`src/rtl/u8u16_pkg.sv`:
```
`timescale 1ns / 1ps

package u8u16_pkg;

    localparam int DEF_COUNT_WIDTH = 16;
    localparam int BYTE_W          = 8;
    localparam int UNIT_W          = 16;
    localparam int LIMIT_W         = 16;
    localparam int OUT_TDATA_W     = 40;

    localparam logic [7:0] CONT_MASK  = 8'h3f;
    localparam logic [7:0] LEAD2_MASK = 8'h1f;
    localparam logic [7:0] LEAD3_MASK = 8'h0f;

    typedef enum logic [1:0] {
        STOP_NONE      = 2'd0,
        STOP_INVALID   = 2'd1,
        STOP_TRUNCATED = 2'd2,
        STOP_LIMIT     = 2'd3
    } stop_t;

    typedef struct packed {
        logic [BYTE_W-1:0] data_byte;
        logic              first_of_buffer;
        logic              last_of_buffer;
    } in_item_t;

    typedef struct packed {
        logic              unit_valid;
        logic [UNIT_W-1:0] code_unit;
        logic              finished;
        logic [UNIT_W-1:0] unit_count;
        stop_t             stop_reason;
    } result_t;

endpackage

```
`src/rtl/u8u16_in_reg.sv`:
```
`timescale 1ns / 1ps

module u8u16_in_reg
    import u8u16_pkg::*;
(
    input  logic     aclk,
    input  logic     aresetn,
    input  logic     s_valid,
    output logic     s_ready,
    input  in_item_t s_item,
    input  logic     advance,
    output logic     item_valid,
    output in_item_t item
);

    logic     valid_reg;
    in_item_t item_reg;

    // The held item leaves whenever the decode stage advances, so a new item
    // can enter in the same cycle.
    assign s_ready    = !valid_reg || advance;
    assign item_valid = valid_reg;
    assign item       = item_reg;

    always_ff @(posedge aclk) begin
        if (!aresetn) begin
            valid_reg <= 1'b0;
        end else if (s_ready) begin
            valid_reg <= s_valid;
        end
    end

    always_ff @(posedge aclk) begin
        if (s_ready && s_valid) begin
            item_reg <= s_item;
        end
    end

endmodule

```
`src/rtl/u8u16_core.sv`:
```
`timescale 1ns / 1ps

module u8u16_core
    import u8u16_pkg::*;
#(
    parameter int COUNT_WIDTH = DEF_COUNT_WIDTH
) (
    input  logic               aclk,
    input  logic               aresetn,
    input  logic [LIMIT_W-1:0] out_limit,
    input  logic               fire,
    input  in_item_t           item,
    output logic               has_result,
    output result_t            result
);

    localparam int CMP_W = (COUNT_WIDTH > LIMIT_W) ? COUNT_WIDTH : LIMIT_W;

    logic [UNIT_W-1:0]      partial_reg, partial_next;
    logic [1:0]             awaited_reg, awaited_next;
    logic                   halted_reg, halted_next;
    stop_t                  reason_reg, reason_next;
    logic [COUNT_WIDTH-1:0] count_reg, count_next;

    logic              emit;
    logic [UNIT_W-1:0] unit;
    logic [BYTE_W-1:0] b;

    assign b = item.data_byte;

    always_comb begin
        partial_next = partial_reg;
        awaited_next = awaited_reg;
        halted_next  = halted_reg;
        reason_next  = reason_reg;
        count_next   = count_reg;
        emit         = 1'b0;
        unit         = '0;

        // A first byte restarts the buffer before the byte itself is decoded.
        if (item.first_of_buffer) begin
            partial_next = '0;
            awaited_next = '0;
            halted_next  = 1'b0;
            reason_next  = STOP_NONE;
            count_next   = '0;
        end

        if (!halted_next) begin
            if (awaited_next != 2'd0) begin
                partial_next = {partial_next[UNIT_W-7:0], b[5:0]};
                awaited_next = awaited_next - 2'd1;
                if (awaited_next == 2'd0) begin
                    emit         = 1'b1;
                    unit         = partial_next;
                    partial_next = '0;
                end
            end else begin
                unique case (b) inside
                    8'b0???????: begin
                        emit = 1'b1;
                        unit = UNIT_W'(b);
                    end
                    8'b110?????: begin
                        partial_next = UNIT_W'(b & LEAD2_MASK);
                        awaited_next = 2'd1;
                    end
                    8'b1110????: begin
                        partial_next = UNIT_W'(b & LEAD3_MASK);
                        awaited_next = 2'd2;
                    end
                    default: begin
                        halted_next = 1'b1;
                        reason_next = STOP_INVALID;
                    end
                endcase
            end

            if (emit) begin
                if (count_next != '1) begin
                    count_next = count_next + COUNT_WIDTH'(1);
                end
                if (out_limit != '0 && CMP_W'(count_next) == CMP_W'(out_limit)) begin
                    halted_next = 1'b1;
                    reason_next = STOP_LIMIT;
                end
            end
        end

        if (item.last_of_buffer) begin
            if (!halted_next && awaited_next != 2'd0) begin
                reason_next = STOP_TRUNCATED;
            end
            halted_next  = 1'b1;
            awaited_next = '0;
            partial_next = '0;
        end
    end

    always_comb begin
        has_result         = emit || item.last_of_buffer;
        result.unit_valid  = emit;
        result.code_unit   = unit;
        result.finished    = item.last_of_buffer;
        result.unit_count  = UNIT_W'(count_next);
        result.stop_reason = item.last_of_buffer ? reason_next : STOP_NONE;
    end

    always_ff @(posedge aclk) begin
        if (!aresetn) begin
            partial_reg <= '0;
            awaited_reg <= '0;
            halted_reg  <= 1'b0;
            reason_reg  <= STOP_NONE;
            count_reg   <= '0;
        end else if (fire) begin
            partial_reg <= partial_next;
            awaited_reg <= awaited_next;
            halted_reg  <= halted_next;
            reason_reg  <= reason_next;
            count_reg   <= count_next;
        end
    end

endmodule

```
`src/rtl/u8u16_out_reg.sv`:
```
`timescale 1ns / 1ps

module u8u16_out_reg
    import u8u16_pkg::*;
(
    input  logic    aclk,
    input  logic    aresetn,
    input  logic    load,
    input  result_t result,
    output logic    can_load,
    output logic    m_valid,
    input  logic    m_ready,
    output result_t m_result
);

    logic    valid_reg;
    result_t result_reg;

    assign can_load = !valid_reg || m_ready;
    assign m_valid  = valid_reg;
    assign m_result = result_reg;

    always_ff @(posedge aclk) begin
        if (!aresetn) begin
            valid_reg <= 1'b0;
        end else if (can_load) begin
            valid_reg <= load;
        end
    end

    always_ff @(posedge aclk) begin
        if (can_load && load) begin
            result_reg <= result;
        end
    end

endmodule

```
`src/rtl/utf8_to_utf16_decoder_top.sv`:
```
`timescale 1ns / 1ps

// UTF-8 to UTF-16 decoder for the basic multilingual plane. One UTF-8 byte
// enters per item and is held in an input register; short decode logic then
// folds it into a small sequence accumulator and loads the result register,
// so the block takes one item per cycle, limited only by downstream
// backpressure. A result item is produced for each completed 1-, 2- or
// 3-byte sequence and for every last-of-buffer byte, which reports the unit
// count and a stop reason (0 none, 1 invalid lead byte, 2 truncated
// sequence, 3 limit reached). Continuation bytes are not checked. A nonzero
// out_limit halts decoding once that many units have been produced; write it
// only while the block is idle.
module utf8_to_utf16_decoder_top
    import u8u16_pkg::*;
#(
    parameter int COUNT_WIDTH = DEF_COUNT_WIDTH
) (
    input  logic                   aclk,
    input  logic                   aresetn,

    input  logic                   cfg_valid,
    output logic                   cfg_ready,
    input  logic [LIMIT_W-1:0]     cfg_data,     // out_limit

    input  logic                   s_tvalid,
    output logic                   s_tready,
    input  logic [BYTE_W-1:0]      s_tdata,      // [7:0] data_byte
    input  logic                   s_tuser,      // [0] first_of_buffer
    input  logic                   s_tlast,      // last_of_buffer

    output logic                   m_tvalid,
    input  logic                   m_tready,
    output logic [OUT_TDATA_W-1:0] m_tdata,      // [15:0] code_unit, [31:16] unit_count,
                                                 // [33:32] stop_reason, [39:34] zero
    output logic                   m_tuser,      // [0] unit_valid
    output logic                   m_tlast       // finished
);

    logic [LIMIT_W-1:0] limit_reg;
    in_item_t           s_item;
    in_item_t           item;
    logic               item_valid;
    logic               can_load;
    logic               fire;
    logic               has_result;
    result_t            result;
    result_t            m_result;

    assign cfg_ready = 1'b1;

    always_ff @(posedge aclk) begin
        if (!aresetn) begin
            limit_reg <= '0;
        end else if (cfg_valid) begin
            limit_reg <= cfg_data;
        end
    end

    assign s_item.data_byte       = s_tdata;
    assign s_item.first_of_buffer = s_tuser;
    assign s_item.last_of_buffer  = s_tlast;

    // An item is decoded in the cycle that it moves on from the input register.
    assign fire = item_valid && can_load;

    u8u16_in_reg u_in_reg (
        .aclk       (aclk),
        .aresetn    (aresetn),
        .s_valid    (s_tvalid),
        .s_ready    (s_tready),
        .s_item     (s_item),
        .advance    (can_load),
        .item_valid (item_valid),
        .item       (item)
    );

    u8u16_core #(
        .COUNT_WIDTH (COUNT_WIDTH)
    ) u_core (
        .aclk       (aclk),
        .aresetn    (aresetn),
        .out_limit  (limit_reg),
        .fire       (fire),
        .item       (item),
        .has_result (has_result),
        .result     (result)
    );

    u8u16_out_reg u_out_reg (
        .aclk     (aclk),
        .aresetn  (aresetn),
        .load     (fire && has_result),
        .result   (result),
        .can_load (can_load),
        .m_valid  (m_tvalid),
        .m_ready  (m_tready),
        .m_result (m_result)
    );

    assign m_tdata = {6'd0, m_result.stop_reason, m_result.unit_count, m_result.code_unit};
    assign m_tuser = m_result.unit_valid;
    assign m_tlast = m_result.finished;

endmodule
```
`config.mk`:
```
export PLATFORM = sky130hd
export DESIGN_NAME = utf8_to_utf16_decoder_top
export DESIGN_NICKNAME = d
export VERILOG_FILES = /design/src/rtl/u8u16_pkg.sv /design/src/rtl/u8u16_in_reg.sv /design/src/rtl/u8u16_core.sv /design/src/rtl/u8u16_out_reg.sv /design/src/rtl/utf8_to_utf16_decoder_top.sv
export SDC_FILE = /design/constraint.sdc
export NUM_CORES = 1
export LEC_CHECK = 0
export BUFFER_PORTS_ARGS = -buffer_cell sky130_fd_sc_hd__buf_2
export CORE_UTILIZATION = 35
export CTS_CLUSTER_SIZE = 16
export DETAILED_ROUTE_END_ITERATION = 16
export HOLD_SLACK_MARGIN = 0.08
export SYNTH_ARGS = -nofsm -noshare
export SYNTH_HDL_FRONTEND = slang
export SYNTH_SLANG_ARGS = --single-unit
```
`constraint.sdc`:
```
create_clock -name aclk -period 4.5 [get_ports aclk]
set_clock_uncertainty 0.2 [all_clocks]
set_input_delay 0.225 -clock aclk [delete_from_list [all_inputs] [get_ports aclk]]
set_output_delay 0.225 -clock aclk [all_outputs]
set_load 0.01 [all_outputs]
```
* Word-level counts from Yosys, hierarchy flattened
Index checks and enable logic that the tools add are counted.
Word-level totals: output and inout port bits 45, input port bits 31, logic and storage cells 80, bits in registers 101
Cells by class: reductions and logical operators 17, bitwise operators 1, add/sub/neg operators 2, equal/unequal tests 4, mux-type cells 40
Operator list (count):
- 16-bit two-way mux | 13
- 16-bit case mux with 2 select lines | 1
- 2-bit two-way mux | 12
- 16-bit by 1-bit adder with 16-bit output, second input constant | 1
- 16-bit equality test | 1
- 16-bit != test, second input constant | 1
- 16-bit nonzero test | 1
- 1-bit two-way mux | 12
- 7-bit two-way mux | 1
- 1-bit logical AND | 6
- 4-bit equality test, second input constant | 1
- 2-bit case mux with 2 select lines | 1
- 2-bit nonzero test | 2
- 3-bit equality test, second input constant | 1
- 1-bit logical NOT | 3
- 1-bit logical OR | 3
- 3-bit OR reduction | 1
- 2-bit logical NOT | 1
- 2-bit by 1-bit subtractor with 2-bit output, second input constant | 1
- 1-bit inverter | 1

* Depth between registers and ports, before layout
Gate-level depths: netlist of run 1.
depth after elaboration 17, mapped depth 15, gate-level depth less buffers 11

* By module
Synthesis of run 1 repeated with hierarchy kept, for this count alone.
Second synthesis, totals: cell total of the unflattened synthesis 539, area, all modules 5262.5 um2
By module, submodules not included:
- u8u16_core | seq. area each 620.6 um2, instances 1, area an instance 3078.0 um2, cells each 421
- u8u16_out_reg | seq. area each 1101.1 um2, instances 1, area an instance 1138.6 um2, cells each 41
- utf8_to_utf16_decoder_top | seq. area each 320.3 um2, instances 1, area an instance 688.2 um2, cells each 62
- u8u16_in_reg | seq. area each 320.3 um2, instances 1, area an instance 357.8 um2, cells each 15

* Least setup slack after synthesis of run 1
OpenSTA, ideal clock, no wires.
kind register to register, start register u_in_reg.item_reg, in the netlist u_in_reg.item[1], end register u_out_reg.result_reg, in the netlist u_out_reg.m_result[1] (data pin), data arrival time 3.091 ns, setup slack 1.057 ns, library setup time 0.152 ns, period minus slack after synthesis 3.443 ns, buffers on the path 3, data required time 4.148 ns, stages on the path, launching flop included 14, cells stage by stage edfxtp_1 buf_2 buf_2 nor2b_1 ha_1 buf_2 and4_1 and2_1 a21oi_1 a211o_1 or4_4 nor4_4 nand3_2 a31oi_1
On the way: cells in the longest elaborated chain, start to end 14, elaborated cells on any way between the ends 34, classes of those cells add/sub: 2; eq/ne: 2; mux: 24; reduce/logical: 6
Ends and longest elaborated chain:
- from (decl) | line u8u16_in_reg.sv:17 | in_item_t item_reg;
- from (signal assigned) | line u8u16_in_reg.sv:35 | item_reg <= s_item;
- 16-bit two-way mux | line u8u16_core.sv:41 | if (item.first_of_buffer) begin
- 16-bit by 1-bit adder with 16-bit output / 16-bit != test (equally long branches) | line u8u16_core.sv:81, u8u16_core.sv:80
- 16-bit two-way mux | line u8u16_core.sv:80 | if (count_next != '1) begin
- 16-bit two-way mux | line u8u16_core.sv:79 | if (emit) begin
- 16-bit two-way mux | line u8u16_core.sv:49 | if (!halted_next) begin
- 16-bit equality test | line u8u16_core.sv:83 | if (out_limit != '0 && CMP_W'(count_next) == CMP_W'(out_limit)) begin
- 1-bit logical AND | line u8u16_core.sv:83
- 1-bit two-way mux | line u8u16_core.sv:83
- 1-bit two-way mux | line u8u16_core.sv:79
- 1-bit two-way mux | line u8u16_core.sv:49
- 1-bit logical NOT | line u8u16_core.sv:91 | if (!halted_next && awaited_next != 2'd0) begin
- 1-bit logical AND | line u8u16_core.sv:91
- 2-bit two-way mux | line u8u16_core.sv:91
- 2-bit two-way mux (*) | line u8u16_core.sv:90 | if (item.last_of_buffer) begin
- to (signal assigned) | line u8u16_out_reg.sv:33 | result_reg <= result;
- to (decl) | line u8u16_out_reg.sv:17 | result_t result_reg;
Every way passes the cells marked *; elsewhere a longest branch is shown, timed or not. The select of a mux whose other input is x is not followed. A chain may end at the register's enable or synchronous reset.

* Worst setup path after layout of run 1
start register u_in_reg.item_reg, in the netlist u_in_reg.item[1], end register u_out_reg.result_reg, in the netlist u_out_reg.m_result[0] (data pin)
Same word-level chain as after synthesis.

==> metrics.txt, run 1 <==
# TYPE chip_impl_metric gauge
chip_impl_metric{name="max-clock-path-buffers",unit=""} 2
chip_impl_metric{name="finalWorstPathRequiredPeriod",unit="ns"} 3.77
chip_impl_metric{name="dieArea",unit="um^2"} 15700
chip_impl_metric{name="cap_viol_max_count",unit=""} 0
chip_impl_info{name="ys.flop_type",value="sky130_fd_sc_hd__dfxtp_1"} 1
chip_impl_metric{name="synth_fa_ha_area_share",unit="%"} 0.236
chip_impl_metric{name="drt-total-wl",unit="um"} 14700
chip_impl_info{name="synth_most_common_cell",value="sky130_fd_sc_hd__dfxtp_1"} 1
chip_impl_metric{name="design.core.area",unit="um^2"} 14600
chip_impl_metric{name="grt_pass1_vias",unit=""} 4200
chip_impl_metric{name="critical_path_fanouts_max",unit=""} 12
chip_impl_metric{name="number_of_antenna_violations_at_the_first_check_in_global_routing",unit=""} 0
chip_impl_metric{name="number_of_pins_with_negative_max_slew_slack_in_the_final_report",unit=""} 0
chip_impl_metric{name="syn_area",unit="um^2"} 5300
chip_impl_metric{name="setup_viol",unit=""} 0
chip_impl_metric{name="clk_pin_slew",unit="ns"} 0.07
chip_impl_metric{name="routed_via_density",unit=""} 5.41
chip_impl_info{name="worstHoldPathType",value="in -> reg"} 1
chip_impl_metric{name="leakagePower",unit="nW"} 2.34
chip_impl_metric{name="cts.sink_count",unit=""} 95
chip_impl_metric{name="synth-compound-area-share",unit="%"} 13.6
chip_impl_metric{name="largest_register_ffs",unit=""} 36
chip_impl_info{name="timing.setup.critical_path_class",value="reg -> reg"} 1
chip_impl_metric{name="routedWlPerCell",unit="um"} 17.8
chip_impl_metric{name="data_required_time_of_the_critical_path",unit="ns"} 4.49
chip_impl_metric{name="grt-ovfl-total",unit=""} 0
chip_impl_metric{name="yosys.area_share.xor_xnor",unit="%"} 4.13
chip_impl_metric{name="final_nets",unit=""} 669
chip_impl_metric{name="synth_seq_cells",unit=""} 95
chip_impl_metric{name="synth_cell_type_count",unit=""} 66
chip_impl_info{name="synth_largest_area_cell",value="sky130_fd_sc_hd__edfxtp_1"} 1
chip_impl_metric{name="drt_first_pass_iters",unit=""} 7
chip_impl_metric{name="ir_worst_vdd",unit="uV"} 193
chip_impl_metric{name="synth.area.mux_share",unit="%"} 4.20
chip_impl_metric{name="cts-htree-levels",unit=""} 3
chip_impl_metric{name="die_width",unit="um"} 125
chip_impl_metric{name="yosysSeqAreaShare",unit="%"} 44.5
chip_impl_metric{name="seqPwrFrac",unit="%"} 49.3
chip_impl_info{name="dominant_combinational_cell_family_by_area_after_synthesis",value="simple AND/OR/NAND/NOR gates"} 1
chip_impl_metric{name="power_per_unit_of_standard_cell_area",unit="nW/um^2"} 315
chip_impl_metric{name="final.period_utilization",unit="%"} 83.7
chip_impl_info{name="rsz0062_at_grt",value="no"} 1
chip_impl_metric{name="fp.dieH",unit="um"} 125
chip_impl_metric{name="grt_resource_usage_total",unit="%"} 19.5
chip_impl_metric{name="totalNegativeSetupSlack",unit="ns"} 0
chip_impl_info{name="cts_tree",value="done"} 1
chip_impl_info{name="critPathLaunchType",value="flip-flop"} 1
chip_impl_info{name="end_kind",value="flip-flop"} 1
chip_impl_metric{name="areaGrowthSynthToFinish",unit="%"} 19.0
chip_impl_metric{name="netlist.area_leader.share",unit="%"} 26.0
chip_impl_metric{name="initial_core_util",unit="%"} 36.2
chip_impl_metric{name="post_synth_inst_count",unit=""} 563
chip_impl_metric{name="postSynth.asyncResetShare",unit="%"} 0
chip_impl_metric{name="finalHoldViolCount",unit=""} 0
chip_impl_metric{name="data_arrival_time_of_the_worst_path",unit="ns"} 3.75
chip_impl_metric{name="stdcell_area",unit="um^2"} 6310
chip_impl_metric{name="io_buffer_count",unit=""} 68
chip_impl_metric{name="pin_count_of_the_biggest_net_entering_global_routing",unit=""} 52
chip_impl_metric{name="syn_area_per_cell",unit="um^2"} 9.42
chip_impl_metric{name="antenna_left",unit=""} 0
chip_impl_info{name="synthTopCellsByCount",value="sky130_fd_sc_hd__dfxtp_1 (49), sky130_fd_sc_hd__edfxtp_1 (46), sky130_fd_sc_hd__nand2_1 (44)"} 1
chip_impl_metric{name="antenna_cells",unit=""} 0
chip_impl_info{name="status",value="completed"} 1
chip_impl_metric{name="timing_worst_slew_pin_value",unit="ns"} 0.945
chip_impl_metric{name="post_route_cells_drive_above_1_share",unit="%"} 15.4
chip_impl_metric{name="detail_route.drc_violations",unit=""} 0
chip_impl_metric{name="initialDrtViolationCount",unit=""} 438
chip_impl_metric{name="max_freq",unit="GHz"} 0.265
chip_impl_metric{name="switching_share",unit="%"} 25.1
chip_impl_info{name="synth.area.top_cells",value="sky130_fd_sc_hd__edfxtp_1 (26%), sky130_fd_sc_hd__dfxtp_1 (18%), sky130_fd_sc_hd__nor2b_1 (5.1%), sky130_fd_sc_hd__mux2i_1 (3.8%), sky130_fd_sc_hd__nand2_1 (3.1%)"} 1
chip_impl_metric{name="dp_hpwl",unit="um"} 10400
chip_impl_info{name="clk_root_buffer_cell",value="sky130_fd_sc_hd__clkbuf_16"} 1
chip_impl_metric{name="gp_congestion",unit=""} 0.913
chip_impl_metric{name="hold-worst-slack",unit="ns"} 0.215
chip_impl_metric{name="cell_area_reported_after_detailed_placement",unit="um^2"} 5710
chip_impl_metric{name="internal-power",unit="W"} 0.00149
chip_impl_metric{name="cts-buffers-inserted",unit=""} 9
chip_impl_metric{name="synth_edf_count",unit=""} 46
chip_impl_metric{name="routed-via-count",unit=""} 4471
chip_impl_metric{name="wire_length_of_the_first_global_routing_pass",unit="um"} 23500
chip_impl_metric{name="io-pin-count",unit=""} 76
chip_impl_metric{name="synthesis.yosys.warnings",unit=""} 0
chip_impl_metric{name="row_count",unit=""} 44
chip_impl_metric{name="net-switching-power",unit="W"} 0.000498
chip_impl_metric{name="slew_headroom",unit="%"} 36.4
chip_impl_metric{name="power_frac_comb",unit="%"} 10.8
chip_impl_metric{name="synthSimpleGateAreaFrac",unit="%"} 28.2
chip_impl_metric{name="pwr-share-clk",unit="%"} 39.9
chip_impl_metric{name="insertion_delay",unit="ns"} 0.35
## final timing paths
check | slack, ns | from | cells past startpoint | to
worst min register to register | 0.33 | u_core.partial_reg[6]$_SDFFE_PN0P_ | 2 | u_core.partial_reg[6]$_SDFFE_PN0P_
worst min-delay path | 0.21 | cfg_valid | 3 | limit_reg[6]$_SDFFE_PN0P_
worst max register to register | 0.73 | u_in_reg.item[1]$_DFFE_PP_ | 10 | u_out_reg.m_result[0]$_SDFFCE_PN0P_
worst max-delay path | 0.73 | u_in_reg.item[1]$_DFFE_PP_ | 10 | u_out_reg.m_result[0]$_SDFFCE_PN0P_
## kinds of logic after synthesis
kind of cell / Yosys count
xor+xnor: 25
mux: 22
flops: 95
fa+ha+maj: 1
simple gates: 259
buf+inv: 54
compound gates: 105
other cells: 2
## power by group through the flow
stage          Sequential (W)  Combinational, W  Clock, W
4_1_cts              0.000980          0.000215  0.000813
3_3_place_gp         0.000998          0.000192         0
6_report             0.000981          0.000215  0.000793
3_5_place_dp          0.00100          0.000196         0
5_1_grt              0.000986          0.000236  0.000850
2_1_floorplan        0.000982          0.000144         0
## critical path, stage by stage (launching register included)
cell and delay [ns]:
sky130_fd_sc_hd__edfxtp_1 0.43, sky130_fd_sc_hd__nor2b_1 0.29, sky130_fd_sc_hd__ha_1 0.36, sky130_fd_sc_hd__and4_1 0.27
sky130_fd_sc_hd__and2_1 0.43, sky130_fd_sc_hd__a21oi_1 0.15, sky130_fd_sc_hd__a211o_1 0.28, sky130_fd_sc_hd__or4_4 0.49
sky130_fd_sc_hd__nor4_4 0.37, sky130_fd_sc_hd__nand2_1 0.12, sky130_fd_sc_hd__a31oi_1 0.23
## routing by layer
metal,GRT usage [%],routed length (um),vias to the layer above
met4,8.90,366,0
met1,27.9,7190,2132
met3,3.47,750,22
met5,0,0,-
li1,-,-,2163
met2,28.3,6390,154
## through the flow
step	setup WS (ns)	total power (W)	cells	utilization [%]
4_1_cts	0.722	0.00201	826	43.1
3_5_place_dp	0.737	0.00120	781	39.0
2_1_floorplan	1.06	0.00113	568	-
6_report	0.733	0.00199	826	43.1
5_1_grt	0.453	0.00207	826	43.1
3_3_place_gp	0.938	0.00119	781	39.0
## cell type report
cell class	count	area [um^2]
well taps	184	230
clock buffers	11	243
inverters	9	33.8
repair buffers	103	676
flip-flops and latches	95	2360
fillers	1456	8330
multi-input cells	419	2700
clock inverters	5	66.3
## what timing repair did
action / CTS / global route
hold buffers: 29 / 0
gates resized for setup: 0 / 0
buffers inserted: 0 / 0
hold endpoints to repair: 28 / 0
## layout by cell type, fill, tap and decap left out, types with 7 or more instances in the layout
| master | n |
|---|---|
| sky130_fd_sc_hd__nand4_1 | 12 |
| sky130_fd_sc_hd__nor2b_1 | 43 |
| sky130_fd_sc_hd__a21boi_0 | 10 |
| sky130_fd_sc_hd__nand2b_1 | 20 |
| sky130_fd_sc_hd__dfxtp_1 | 49 |
| sky130_fd_sc_hd__dlygate4sd3_1 | 29 |
| sky130_fd_sc_hd__o21ai_0 | 22 |
| sky130_fd_sc_hd__a21oi_1 | 15 |
| sky130_fd_sc_hd__nand2_1 | 44 |
| sky130_fd_sc_hd__mux2i_1 | 20 |
| sky130_fd_sc_hd__xnor2_1 | 15 |
| sky130_fd_sc_hd__nor3_1 | 10 |
| sky130_fd_sc_hd__edfxtp_1 | 46 |
| sky130_fd_sc_hd__clkbuf_16 | 9 |
| sky130_fd_sc_hd__xor2_1 | 10 |
| sky130_fd_sc_hd__nor2_1 | 40 |
| sky130_fd_sc_hd__inv_1 | 9 |
| sky130_fd_sc_hd__conb_1 | 7 |
| sky130_fd_sc_hd__a22oi_1 | 11 |
| sky130_fd_sc_hd__buf_2 | 68 |
| sky130_fd_sc_hd__nand3_1 | 14 |
| sky130_fd_sc_hd__nor3b_1 | 13 |
| sky130_fd_sc_hd__and2_1 | 21 |
No activity file was read; power rests on OpenSTA's default activity.
==> run 2, diff against run 1 <==
- ABC_AREA: default -> 1
- clock period: 4.5 -> 3.5 ns (I/O delays scaled with it)
==> run 2 against run 1 <==
Non-clock buffer count rose by 6. Maximum frequency is 17% higher. Sequential power up 29%. Area after synthesis fell by 8.3%. Clock power increased by 30%. Via count decreased by 1.5%. Clock-buffer cell count down 2. Cell count up 9.0%. Critical path depth increased by 10. Die area decreased by 8.1%. Global-route usage fell by 0.83 points. Critical path type unchanged. Critical endpoint unchanged. Largest cell class is now sequential cells.
==> metrics.txt, run 2 <==
# TYPE chip_impl_metric gauge
chip_impl_metric{name="final.period_utilization",unit="%"} 91.8
chip_impl_metric{name="grt-ovfl-total",unit=""} 0
chip_impl_metric{name="antenna_cells",unit=""} 0
chip_impl_metric{name="wire_length_of_the_first_global_routing_pass",unit="um"} 20900
chip_impl_metric{name="design.core.area",unit="um^2"} 13400
chip_impl_metric{name="dieArea",unit="um^2"} 14400
chip_impl_metric{name="insertion_delay",unit="ns"} 0.35
chip_impl_info{name="worstHoldPathType",value="in -> reg"} 1
chip_impl_metric{name="cap_viol_max_count",unit=""} 0
chip_impl_info{name="synth_most_common_cell",value="sky130_fd_sc_hd__nand2_1"} 1
chip_impl_info{name="critPathLaunchType",value="flip-flop"} 1
chip_impl_info{name="synth.area.top_cells",value="sky130_fd_sc_hd__edfxtp_1 (28%), sky130_fd_sc_hd__dfxtp_1 (20%), sky130_fd_sc_hd__nand2_1 (11%), sky130_fd_sc_hd__inv_1 (6.2%), sky130_fd_sc_hd__o21ai_0 (5.9%)"} 1
chip_impl_info{name="mostFrequentLayoutCells",value="sky130_fd_sc_hd__nand2_1 (142), sky130_fd_sc_hd__inv_1 (81), sky130_fd_sc_hd__buf_2 (68), sky130_fd_sc_hd__nor2_1 (61), sky130_fd_sc_hd__o21ai_0 (57)"} 1
chip_impl_metric{name="clk_pin_slew",unit="ns"} 0.07
chip_impl_metric{name="syn_area_per_cell",unit="um^2"} 7.79
chip_impl_metric{name="netlist.area_leader.share",unit="%"} 28.4
chip_impl_metric{name="io_buffer_count",unit=""} 68
chip_impl_metric{name="gp_congestion",unit=""} 0.919
chip_impl_info{name="final_common_cell",value="sky130_fd_sc_hd__nand2_1"} 1
chip_impl_metric{name="hold-worst-slack",unit="ns"} 0.123
chip_impl_metric{name="routedWlPerCell",unit="um"} 13.9
chip_impl_metric{name="pin_count_of_the_biggest_net_entering_global_routing",unit=""} 33
chip_impl_metric{name="cell_area_reported_after_detailed_placement",unit="um^2"} 5340
chip_impl_metric{name="row_count",unit=""} 42
chip_impl_metric{name="grt_resource_usage_total",unit="%"} 18.6
chip_impl_metric{name="fp.dieH",unit="um"} 120
chip_impl_metric{name="cts-buffers-inserted",unit=""} 9
chip_impl_metric{name="post_synth_inst_count",unit=""} 625
chip_impl_metric{name="layout.area.seq",unit="um^2"} 2360
chip_impl_metric{name="number_of_antenna_violations_at_the_first_check_in_global_routing",unit=""} 0
chip_impl_metric{name="routed_via_density",unit=""} 4.89
chip_impl_metric{name="cts-htree-levels",unit=""} 3
chip_impl_metric{name="areaGrowthSynthToFinish",unit="%"} 23.2
chip_impl_metric{name="finalWorstPathRequiredPeriod",unit="ns"} 3.21
chip_impl_metric{name="initialDrtViolationCount",unit=""} 317
chip_impl_metric{name="finalHoldViolCount",unit=""} 0
chip_impl_info{name="critical_path.cell_chain",value="inv_8 -> nand2_1 -> inv_1 -> ha_1 -> nand4_2 -> nor2_2 -> nand2_1 -> nor2_2 -> nand3_1 -> nand2_1 -> nand2_1 -> nand2_1 -> nor2_1 -> nand2_1 -> nor2_2 -> nand2_2 -> nand3_2 -> or2_1 -> nand2_1 -> nor2_1"} 1
chip_impl_metric{name="die_width",unit="um"} 120
chip_impl_metric{name="ir_worst_vdd",unit="uV"} 195
chip_impl_metric{name="number_of_pins_with_negative_max_slew_slack_in_the_final_report",unit=""} 0
chip_impl_info{name="crit_family",value="simple AND/OR/NAND/NOR gates"} 1
chip_impl_metric{name="grt_pass1_vias",unit=""} 4175
chip_impl_info{name="synth_largest_area_cell",value="sky130_fd_sc_hd__edfxtp_1"} 1
chip_impl_metric{name="critical_path_fanouts_max",unit=""} 12
chip_impl_metric{name="timing_worst_slew_pin_value",unit="ns"} 0.849
chip_impl_metric{name="cts.sink_count",unit=""} 95
chip_impl_metric{name="max_freq",unit="GHz"} 0.311
chip_impl_metric{name="cp_num_buf_inv",unit=""} 2
chip_impl_metric{name="largest_register_ffs",unit=""} 36
chip_impl_metric{name="antenna_left",unit=""} 0
chip_impl_metric{name="synth_seq_cells",unit=""} 95
chip_impl_metric{name="power_per_unit_of_standard_cell_area",unit="nW/um^2"} 437
chip_impl_metric{name="totalNegativeSetupSlack",unit="ns"} 0
chip_impl_metric{name="synth_cell_type_count",unit=""} 41
chip_impl_info{name="cts_tree",value="done"} 1
chip_impl_metric{name="postSynth.asyncResetShare",unit="%"} 0
chip_impl_info{name="synthTopCellsByCount",value="sky130_fd_sc_hd__nand2_1 (142), sky130_fd_sc_hd__inv_1 (81), sky130_fd_sc_hd__nor2_1 (62)"} 1
chip_impl_metric{name="io-pin-count",unit=""} 76
chip_impl_metric{name="setup_viol",unit=""} 0
chip_impl_info{name="crit_path_top_delay_cell",value="sky130_fd_sc_hd__edfxtp_1"} 1
chip_impl_metric{name="drt-total-wl",unit="um"} 12500
chip_impl_metric{name="post-place-ws",unit="ns"} 0.240
chip_impl_metric{name="post_route_cells_drive_above_1_share",unit="%"} 16.0
chip_impl_metric{name="data_arrival_time_of_the_worst_path",unit="ns"} 3.12
chip_impl_metric{name="timing.critical_path.slowest_cell_delay",unit="ns"} 0.47
chip_impl_metric{name="detail_route.drc_violations",unit=""} 0
chip_impl_metric{name="drt_first_pass_iters",unit=""} 5
chip_impl_info{name="clk_root_buffer_cell",value="sky130_fd_sc_hd__clkbuf_16"} 1
chip_impl_metric{name="initial_core_util",unit="%"} 36.3
chip_impl_metric{name="multi_input_area",unit="um^2"} 2030
chip_impl_metric{name="final_nets",unit=""} 751
chip_impl_info{name="timing.setup.critical_path_class",value="reg -> reg"} 1
chip_impl_metric{name="leakagePower",unit="nW"} 2.71
chip_impl_metric{name="yosysSeqAreaShare",unit="%"} 48.5
chip_impl_metric{name="syn_area",unit="um^2"} 4870
chip_impl_metric{name="fillers",unit=""} 1353
chip_impl_metric{name="data_required_time_of_the_critical_path",unit="ns"} 3.40
chip_impl_metric{name="routed-via-count",unit=""} 4405
chip_impl_metric{name="finalWorstSetupSlack",unit="ns"} 0.286
chip_impl_metric{name="stdcell_area",unit="um^2"} 5990
chip_impl_info{name="crit_top_cell",value="sky130_fd_sc_hd__nand2_1"} 1
chip_impl_metric{name="max-clock-path-buffers",unit=""} 2
chip_impl_info{name="status",value="completed"} 1
chip_impl_info{name="end_kind",value="flip-flop"} 1
chip_impl_metric{name="slew_headroom",unit="%"} 43.3
chip_impl_metric{name="synth_edf_count",unit=""} 46
chip_impl_metric{name="utilization",unit="%"} 44.7
chip_impl_metric{name="synthesis.yosys.warnings",unit=""} 0
chip_impl_info{name="ys.flop_type",value="sky130_fd_sc_hd__dfxtp_1"} 1
chip_impl_metric{name="dp_hpwl",unit="um"} 8960
-- run 2: cell count changes after synthesis, moves of 20 or more --
cell                       before  now
sky130_fd_sc_hd__a21oi_1       15   46
sky130_fd_sc_hd__and2_1        21    0
sky130_fd_sc_hd__inv_1          9   81
sky130_fd_sc_hd__mux2i_1       20    0
sky130_fd_sc_hd__nand2_1       44  142
sky130_fd_sc_hd__nand2b_1      20    0
sky130_fd_sc_hd__nand3_1       14   48
sky130_fd_sc_hd__nor2_1        40   62
sky130_fd_sc_hd__nor2b_1       43    0
sky130_fd_sc_hd__o21ai_0       22   57
-- run 2: cell type report --
class,instances,area share [%]
Inverter,85,5.45
Sequential cell,95,39.4
Timing Repair Buffer,109,12.5
Tap cell,176,3.67
Multi-Input combinational cell,419,33.8
Clock inverter,7,1.42
Clock buffer,9,3.76
-- run 2: final timing paths --
check,start,cells after the start,end,slack [ns]
worst max-delay path,u_in_reg.item[1]$_DFFE_PP_,20,u_out_reg.m_result[0]$_SDFFCE_PN0P_,0.29
worst min-delay path,aresetn,3,u_core.count_reg[9]$_SDFFE_PN0P_,0.12
worst max register to register,u_in_reg.item[1]$_DFFE_PP_,20,u_out_reg.m_result[0]$_SDFFCE_PN0P_,0.29
worst min register to register,u_core.partial_reg[7]$_SDFFE_PN0P_,2,u_core.partial_reg[7]$_SDFFE_PN0P_,0.27
-- run 2: kinds of logic after synthesis --
kind of cell / share of synthesized area, %
AO/OA/AOI/OAI: 12.4
adder cells (fa/ha/maj): 0.257
flip-flops: 48.5
buffers and inverters: 10.6
XOR/XNOR: 1.80
AND/OR/NAND/NOR: 26.2
other: 0.154
-- run 2: through the flow --
stage                     total power [W]  instances
after global placement            0.00158        851
after CTS                         0.00264        899
after floorplan                   0.00149        630
after global routing              0.00274        900
after detailed placement          0.00159        851
final                             0.00262        900
-- run 2: timing repair --
| action | in CTS | in global routing |
|---|---|---|
| setup buffers | 0 | 1 |
| hold buffers | 32 | 0 |
| hold endpoints to repair | 28 | 0 |
| gates resized for setup | 0 | 4 |
| setup endpoints to repair | 0 | 2 |
-- run 2: routing by layer --
metal,global-route usage (%),part of all wire [%],vias up
li1,-,-,2233
met1,26.0,49,2022
met2,28.4,44,131
met3,3.47,4.7,19
met4,7.11,2.3,0
met5,0,0,-
-- run 2: where the power goes --
part           switching [W]  internal (W)
sequential         0.0000402       0.00123
clock               0.000457      0.000572
combinational       0.000201      0.000123
-- run 2: tightest hold or removal path, stage by stage --
cell and delay (ns):
sky130_fd_sc_hd__buf_2 0.26, sky130_fd_sc_hd__o21ai_0 0.14, sky130_fd_sc_hd__a21oi_1 0.05
==> run 3, diff against run 2 <==
- SYNTH_HIERARCHICAL: default -> 1
==> run 3 against run 2 <==
Area after synthesis increased by 2.6%. Maximum frequency is 3.5% higher. First-iteration DRC count is 12% higher. Die area grew 2.5%. Non-clock buffer count fell by 3. Largest power group unchanged.
==> metrics.txt, run 3 <==
# TYPE chip_impl_metric gauge
chip_impl_metric{name="yosysSeqAreaShare",unit="%"} 47.3
chip_impl_metric{name="post_synth_inst_count",unit=""} 665
chip_impl_metric{name="dp_hpwl",unit="um"} 8390
chip_impl_metric{name="max-clock-path-buffers",unit=""} 2
chip_impl_metric{name="cts.sink_count",unit=""} 95
chip_impl_metric{name="synth_seq_cells",unit=""} 95
chip_impl_metric{name="post_route_cells_drive_above_1_share",unit="%"} 16.4
chip_impl_metric{name="io-pin-count",unit=""} 76
chip_impl_info{name="end_kind",value="flip-flop"} 1
chip_impl_metric{name="slew_headroom",unit="%"} 36.8
chip_impl_metric{name="detail_route.drc_violations",unit=""} 0
chip_impl_info{name="hold_path_startpoint",value="aresetn"} 1
chip_impl_metric{name="power_per_unit_of_standard_cell_area",unit="nW/um^2"} 428
chip_impl_metric{name="finalHoldViolCount",unit=""} 0
chip_impl_metric{name="routedWlPerCell",unit="um"} 12.5
chip_impl_metric{name="finalWorstPathRequiredPeriod",unit="ns"} 3.10
chip_impl_metric{name="post-place-ws",unit="ns"} 0.225
chip_impl_metric{name="number_of_pins_with_negative_max_slew_slack_in_the_final_report",unit=""} 0
chip_impl_info{name="clk_root_buffer_cell",value="sky130_fd_sc_hd__clkbuf_16"} 1
chip_impl_metric{name="setup_viol",unit=""} 0
chip_impl_metric{name="leakagePower",unit="nW"} 2.87
chip_impl_metric{name="antenna_left",unit=""} 0
chip_impl_info{name="crit-reg2reg-launch",value="u_in_reg/item[1]$_DFFE_PP_"} 1
chip_impl_metric{name="cts-htree-levels",unit=""} 3
chip_impl_info{name="synthTopCellsByCount",value="sky130_fd_sc_hd__nand2_1 (157), sky130_fd_sc_hd__inv_1 (103), sky130_fd_sc_hd__nor2_1 (86)"} 1
chip_impl_metric{name="synthesis.yosys.warnings",unit=""} 6
chip_impl_info{name="crit_path_top_delay_cell",value="sky130_fd_sc_hd__edfxtp_1"} 1
chip_impl_metric{name="antenna_cells",unit=""} 0
chip_impl_info{name="critical_path.cell_chain",value="nor2_1 -> ha_1 -> nand2_1 -> inv_1 -> nand2_1 -> nor2_2 -> nand2_4 -> nand2_1 -> nand2_1 -> nand2_1 -> nand3_1 -> nor2_1 -> nand2_1 -> nor2_1 -> nand2_1 -> nand3_1 -> nand2_1 -> nor2_1"} 1
chip_impl_metric{name="insertion_delay",unit="ns"} 0.35
chip_impl_metric{name="areaGrowthSynthToFinish",unit="%"} 21.7
chip_impl_metric{name="fp.dieH",unit="um"} 121
chip_impl_metric{name="synth_edf_count",unit=""} 46
chip_impl_metric{name="pin_count_of_the_biggest_net_entering_global_routing",unit=""} 37
chip_impl_metric{name="critical_path_fanouts_max",unit=""} 26
chip_impl_metric{name="routed-via-count",unit=""} 4338
chip_impl_metric{name="cts-buffers-inserted",unit=""} 9
chip_impl_info{name="cts_tree",value="done"} 1
chip_impl_info{name="ys.flop_type",value="sky130_fd_sc_hd__dfxtp_1"} 1
chip_impl_metric{name="cp_num_buf_inv",unit=""} 1
chip_impl_info{name="status",value="completed"} 1
chip_impl_metric{name="initialDrtViolationCount",unit=""} 355
chip_impl_metric{name="timing_worst_slew_pin_value",unit="ns"} 0.949
chip_impl_info{name="synth.area.top_cells",value="sky130_fd_sc_hd__edfxtp_1 (28%), sky130_fd_sc_hd__dfxtp_1 (20%), sky130_fd_sc_hd__nand2_1 (12%), sky130_fd_sc_hd__inv_1 (7.7%), sky130_fd_sc_hd__nor2_1 (6.5%)"} 1
chip_impl_metric{name="place_inst",unit=""} 892
chip_impl_metric{name="gp_congestion",unit=""} 0.888
chip_impl_metric{name="netlist.area_leader.share",unit="%"} 27.7
chip_impl_metric{name="timing.critical_path.slowest_cell_delay",unit="ns"} 0.50
chip_impl_info{name="mostFrequentLayoutCells",value="sky130_fd_sc_hd__nand2_1 (157), sky130_fd_sc_hd__inv_1 (103), sky130_fd_sc_hd__nor2_1 (85), sky130_fd_sc_hd__buf_2 (68), sky130_fd_sc_hd__nand3_1 (50)"} 1
chip_impl_metric{name="postSynth.asyncResetShare",unit="%"} 0
chip_impl_metric{name="syn_area",unit="um^2"} 4990
chip_impl_metric{name="final_cells",unit=""} 941
chip_impl_metric{name="ir_worst_vdd",unit="uV"} 237
chip_impl_metric{name="die_width",unit="um"} 121
chip_impl_metric{name="wire_length_of_the_first_global_routing_pass",unit="um"} 19500
chip_impl_metric{name="cap_viol_max_count",unit=""} 0
chip_impl_metric{name="initial_core_util",unit="%"} 36.0
chip_impl_metric{name="dieArea",unit="um^2"} 14700
chip_impl_metric{name="routed_via_density",unit=""} 4.61
chip_impl_metric{name="data_arrival_time_of_the_worst_path",unit="ns"} 3.11
chip_impl_metric{name="number_of_antenna_violations_at_the_first_check_in_global_routing",unit=""} 0
chip_impl_metric{name="final.period_utilization",unit="%"} 88.7
chip_impl_info{name="final_common_cell",value="sky130_fd_sc_hd__nand2_1"} 1
chip_impl_metric{name="clk_pin_slew",unit="ns"} 0.07
chip_impl_metric{name="largest_register_ffs",unit=""} 36
chip_impl_info{name="crit_path_start",value="u_in_reg/item[1]$_DFFE_PP_"} 1
chip_impl_info{name="crit_top_cell",value="sky130_fd_sc_hd__nand2_1"} 1
chip_impl_info{name="worstHoldPathType",value="in -> reg"} 1
chip_impl_metric{name="synth_cell_type_count",unit=""} 37
chip_impl_metric{name="finalWorstSetupSlack",unit="ns"} 0.395
chip_impl_metric{name="io_buffer_count",unit=""} 68
chip_impl_info{name="critPathLaunchType",value="flip-flop"} 1
chip_impl_metric{name="drt-total-wl",unit="um"} 11800
chip_impl_info{name="synth_most_common_cell",value="sky130_fd_sc_hd__nand2_1"} 1
chip_impl_metric{name="max_freq",unit="GHz"} 0.322
chip_impl_info{name="crit_family",value="simple AND/OR/NAND/NOR gates"} 1
chip_impl_info{name="timing.setup.critical_path_class",value="reg -> reg"} 1
chip_impl_metric{name="grt_resource_usage_total",unit="%"} 17.2
chip_impl_info{name="synth_largest_area_cell",value="sky130_fd_sc_hd__edfxtp_1"} 1
chip_impl_metric{name="row_count",unit=""} 43
chip_impl_metric{name="design.core.area",unit="um^2"} 13900
chip_impl_metric{name="grt_pass1_vias",unit=""} 3822
chip_impl_metric{name="grt-ovfl-total",unit=""} 0
chip_impl_metric{name="data_required_time_of_the_critical_path",unit="ns"} 3.51
chip_impl_metric{name="syn_area_per_cell",unit="um^2"} 7.51
chip_impl_metric{name="final_nets",unit=""} 788
chip_impl_metric{name="drt_first_pass_iters",unit=""} 6
-- run 3: cell count changes after synthesis, moves of 15 or more --
cell	previous run	this run
sky130_fd_sc_hd__o21ai_0	57	39
sky130_fd_sc_hd__nand2_1	142	157
sky130_fd_sc_hd__a21oi_1	46	31
sky130_fd_sc_hd__inv_1	81	103
sky130_fd_sc_hd__nor2_1	62	86
-- run 3: cells by family (layout without fill, tap and decap cells) --
| logic type | after synthesis | in the layout | synth area share [%] |
|---|---|---|---|
| other | 2 | 7 | 0.150 |
| flip-flops | 95 | 95 | 47.3 |
| AO/OA/AOI/OAI | 87 | 87 | 9.50 |
| AND/OR/NAND/NOR | 329 | 329 | 28.5 |
| buffers and inverters | 140 | 231 | 12.4 |
| adder cells (fa/ha/maj) | 1 | 1 | 0.251 |
| XOR/XNOR | 11 | 11 | 1.93 |
-- run 3: area by class of cell --
cell class,instances,area (um^2)
clock buffers,11,254
clock inverters,5,55.1
fillers,1442,7810
inverters,109,410
multi-input cells,435,2040
flip-flops and latches,95,2360
well taps,180,225
repair buffers,106,723
-- run 3: stage by stage --
step	utilization [%]	hold WS, ns	area, um^2	total power [W]	TNS [ns]
after floorplan	-	0.0739	5010	0.00150	0
after global placement	39.2	0.155	5440	0.00159	0
after detailed placement	39.2	0.155	5440	0.00159	0
after CTS	43.5	0.143	6040	0.00262	0
after global routing	43.8	0.189	6070	0.00273	-0.00165
final	43.8	0.150	6070	0.00260	0
-- run 3: worst paths after layout --
kind / cells after the start / slack, ns / to
min reg2reg: 2 / 0.26 / u_core/partial_reg[8]$_SDFFE_PN0P_
min: 3 / 0.15 / limit_reg[2]$_SDFFE_PN0P_
max: 18 / 0.40 / u_out_reg/m_result[0]$_DFFE_PP_
max reg2reg: 18 / 0.40 / u_out_reg/m_result[0]$_DFFE_PP_
-- run 3: layer usage --
layer	global-route usage, %	part of all wire (%)	vias to the layer above
met1	26.2	52	1899
met4	7.48	1.8	0
met5	0	0	-
li1	-	-	2278
met2	23.4	40	146
met3	2.68	6.1	15
-- run 3: worst reg2reg max path, delay by kind of cell (launching register included) --
family        cells  cell delay (ns)
flops             1             0.50
buf+inv           1             0.06
fa+ha+maj         1             0.28
simple gates     16             1.92
-- run 3: where the power goes --
part | internal [W] | switching, W | leakage (nW)
clock | 0.000595 | 0.000412 | 0.148
sequential | 0.00123 | 0.0000394 | 0.843
combinational | 0.000125 | 0.000201 | 1.88
-- run 3: timing repair --
item                                   in CTS  in global routing
hold buffers                               29                  0
endpoints found under the hold margin      28                  0
buffers inserted                            0                  4
setup endpoints to repair                   0                  5
gates resized for setup                     0                  2
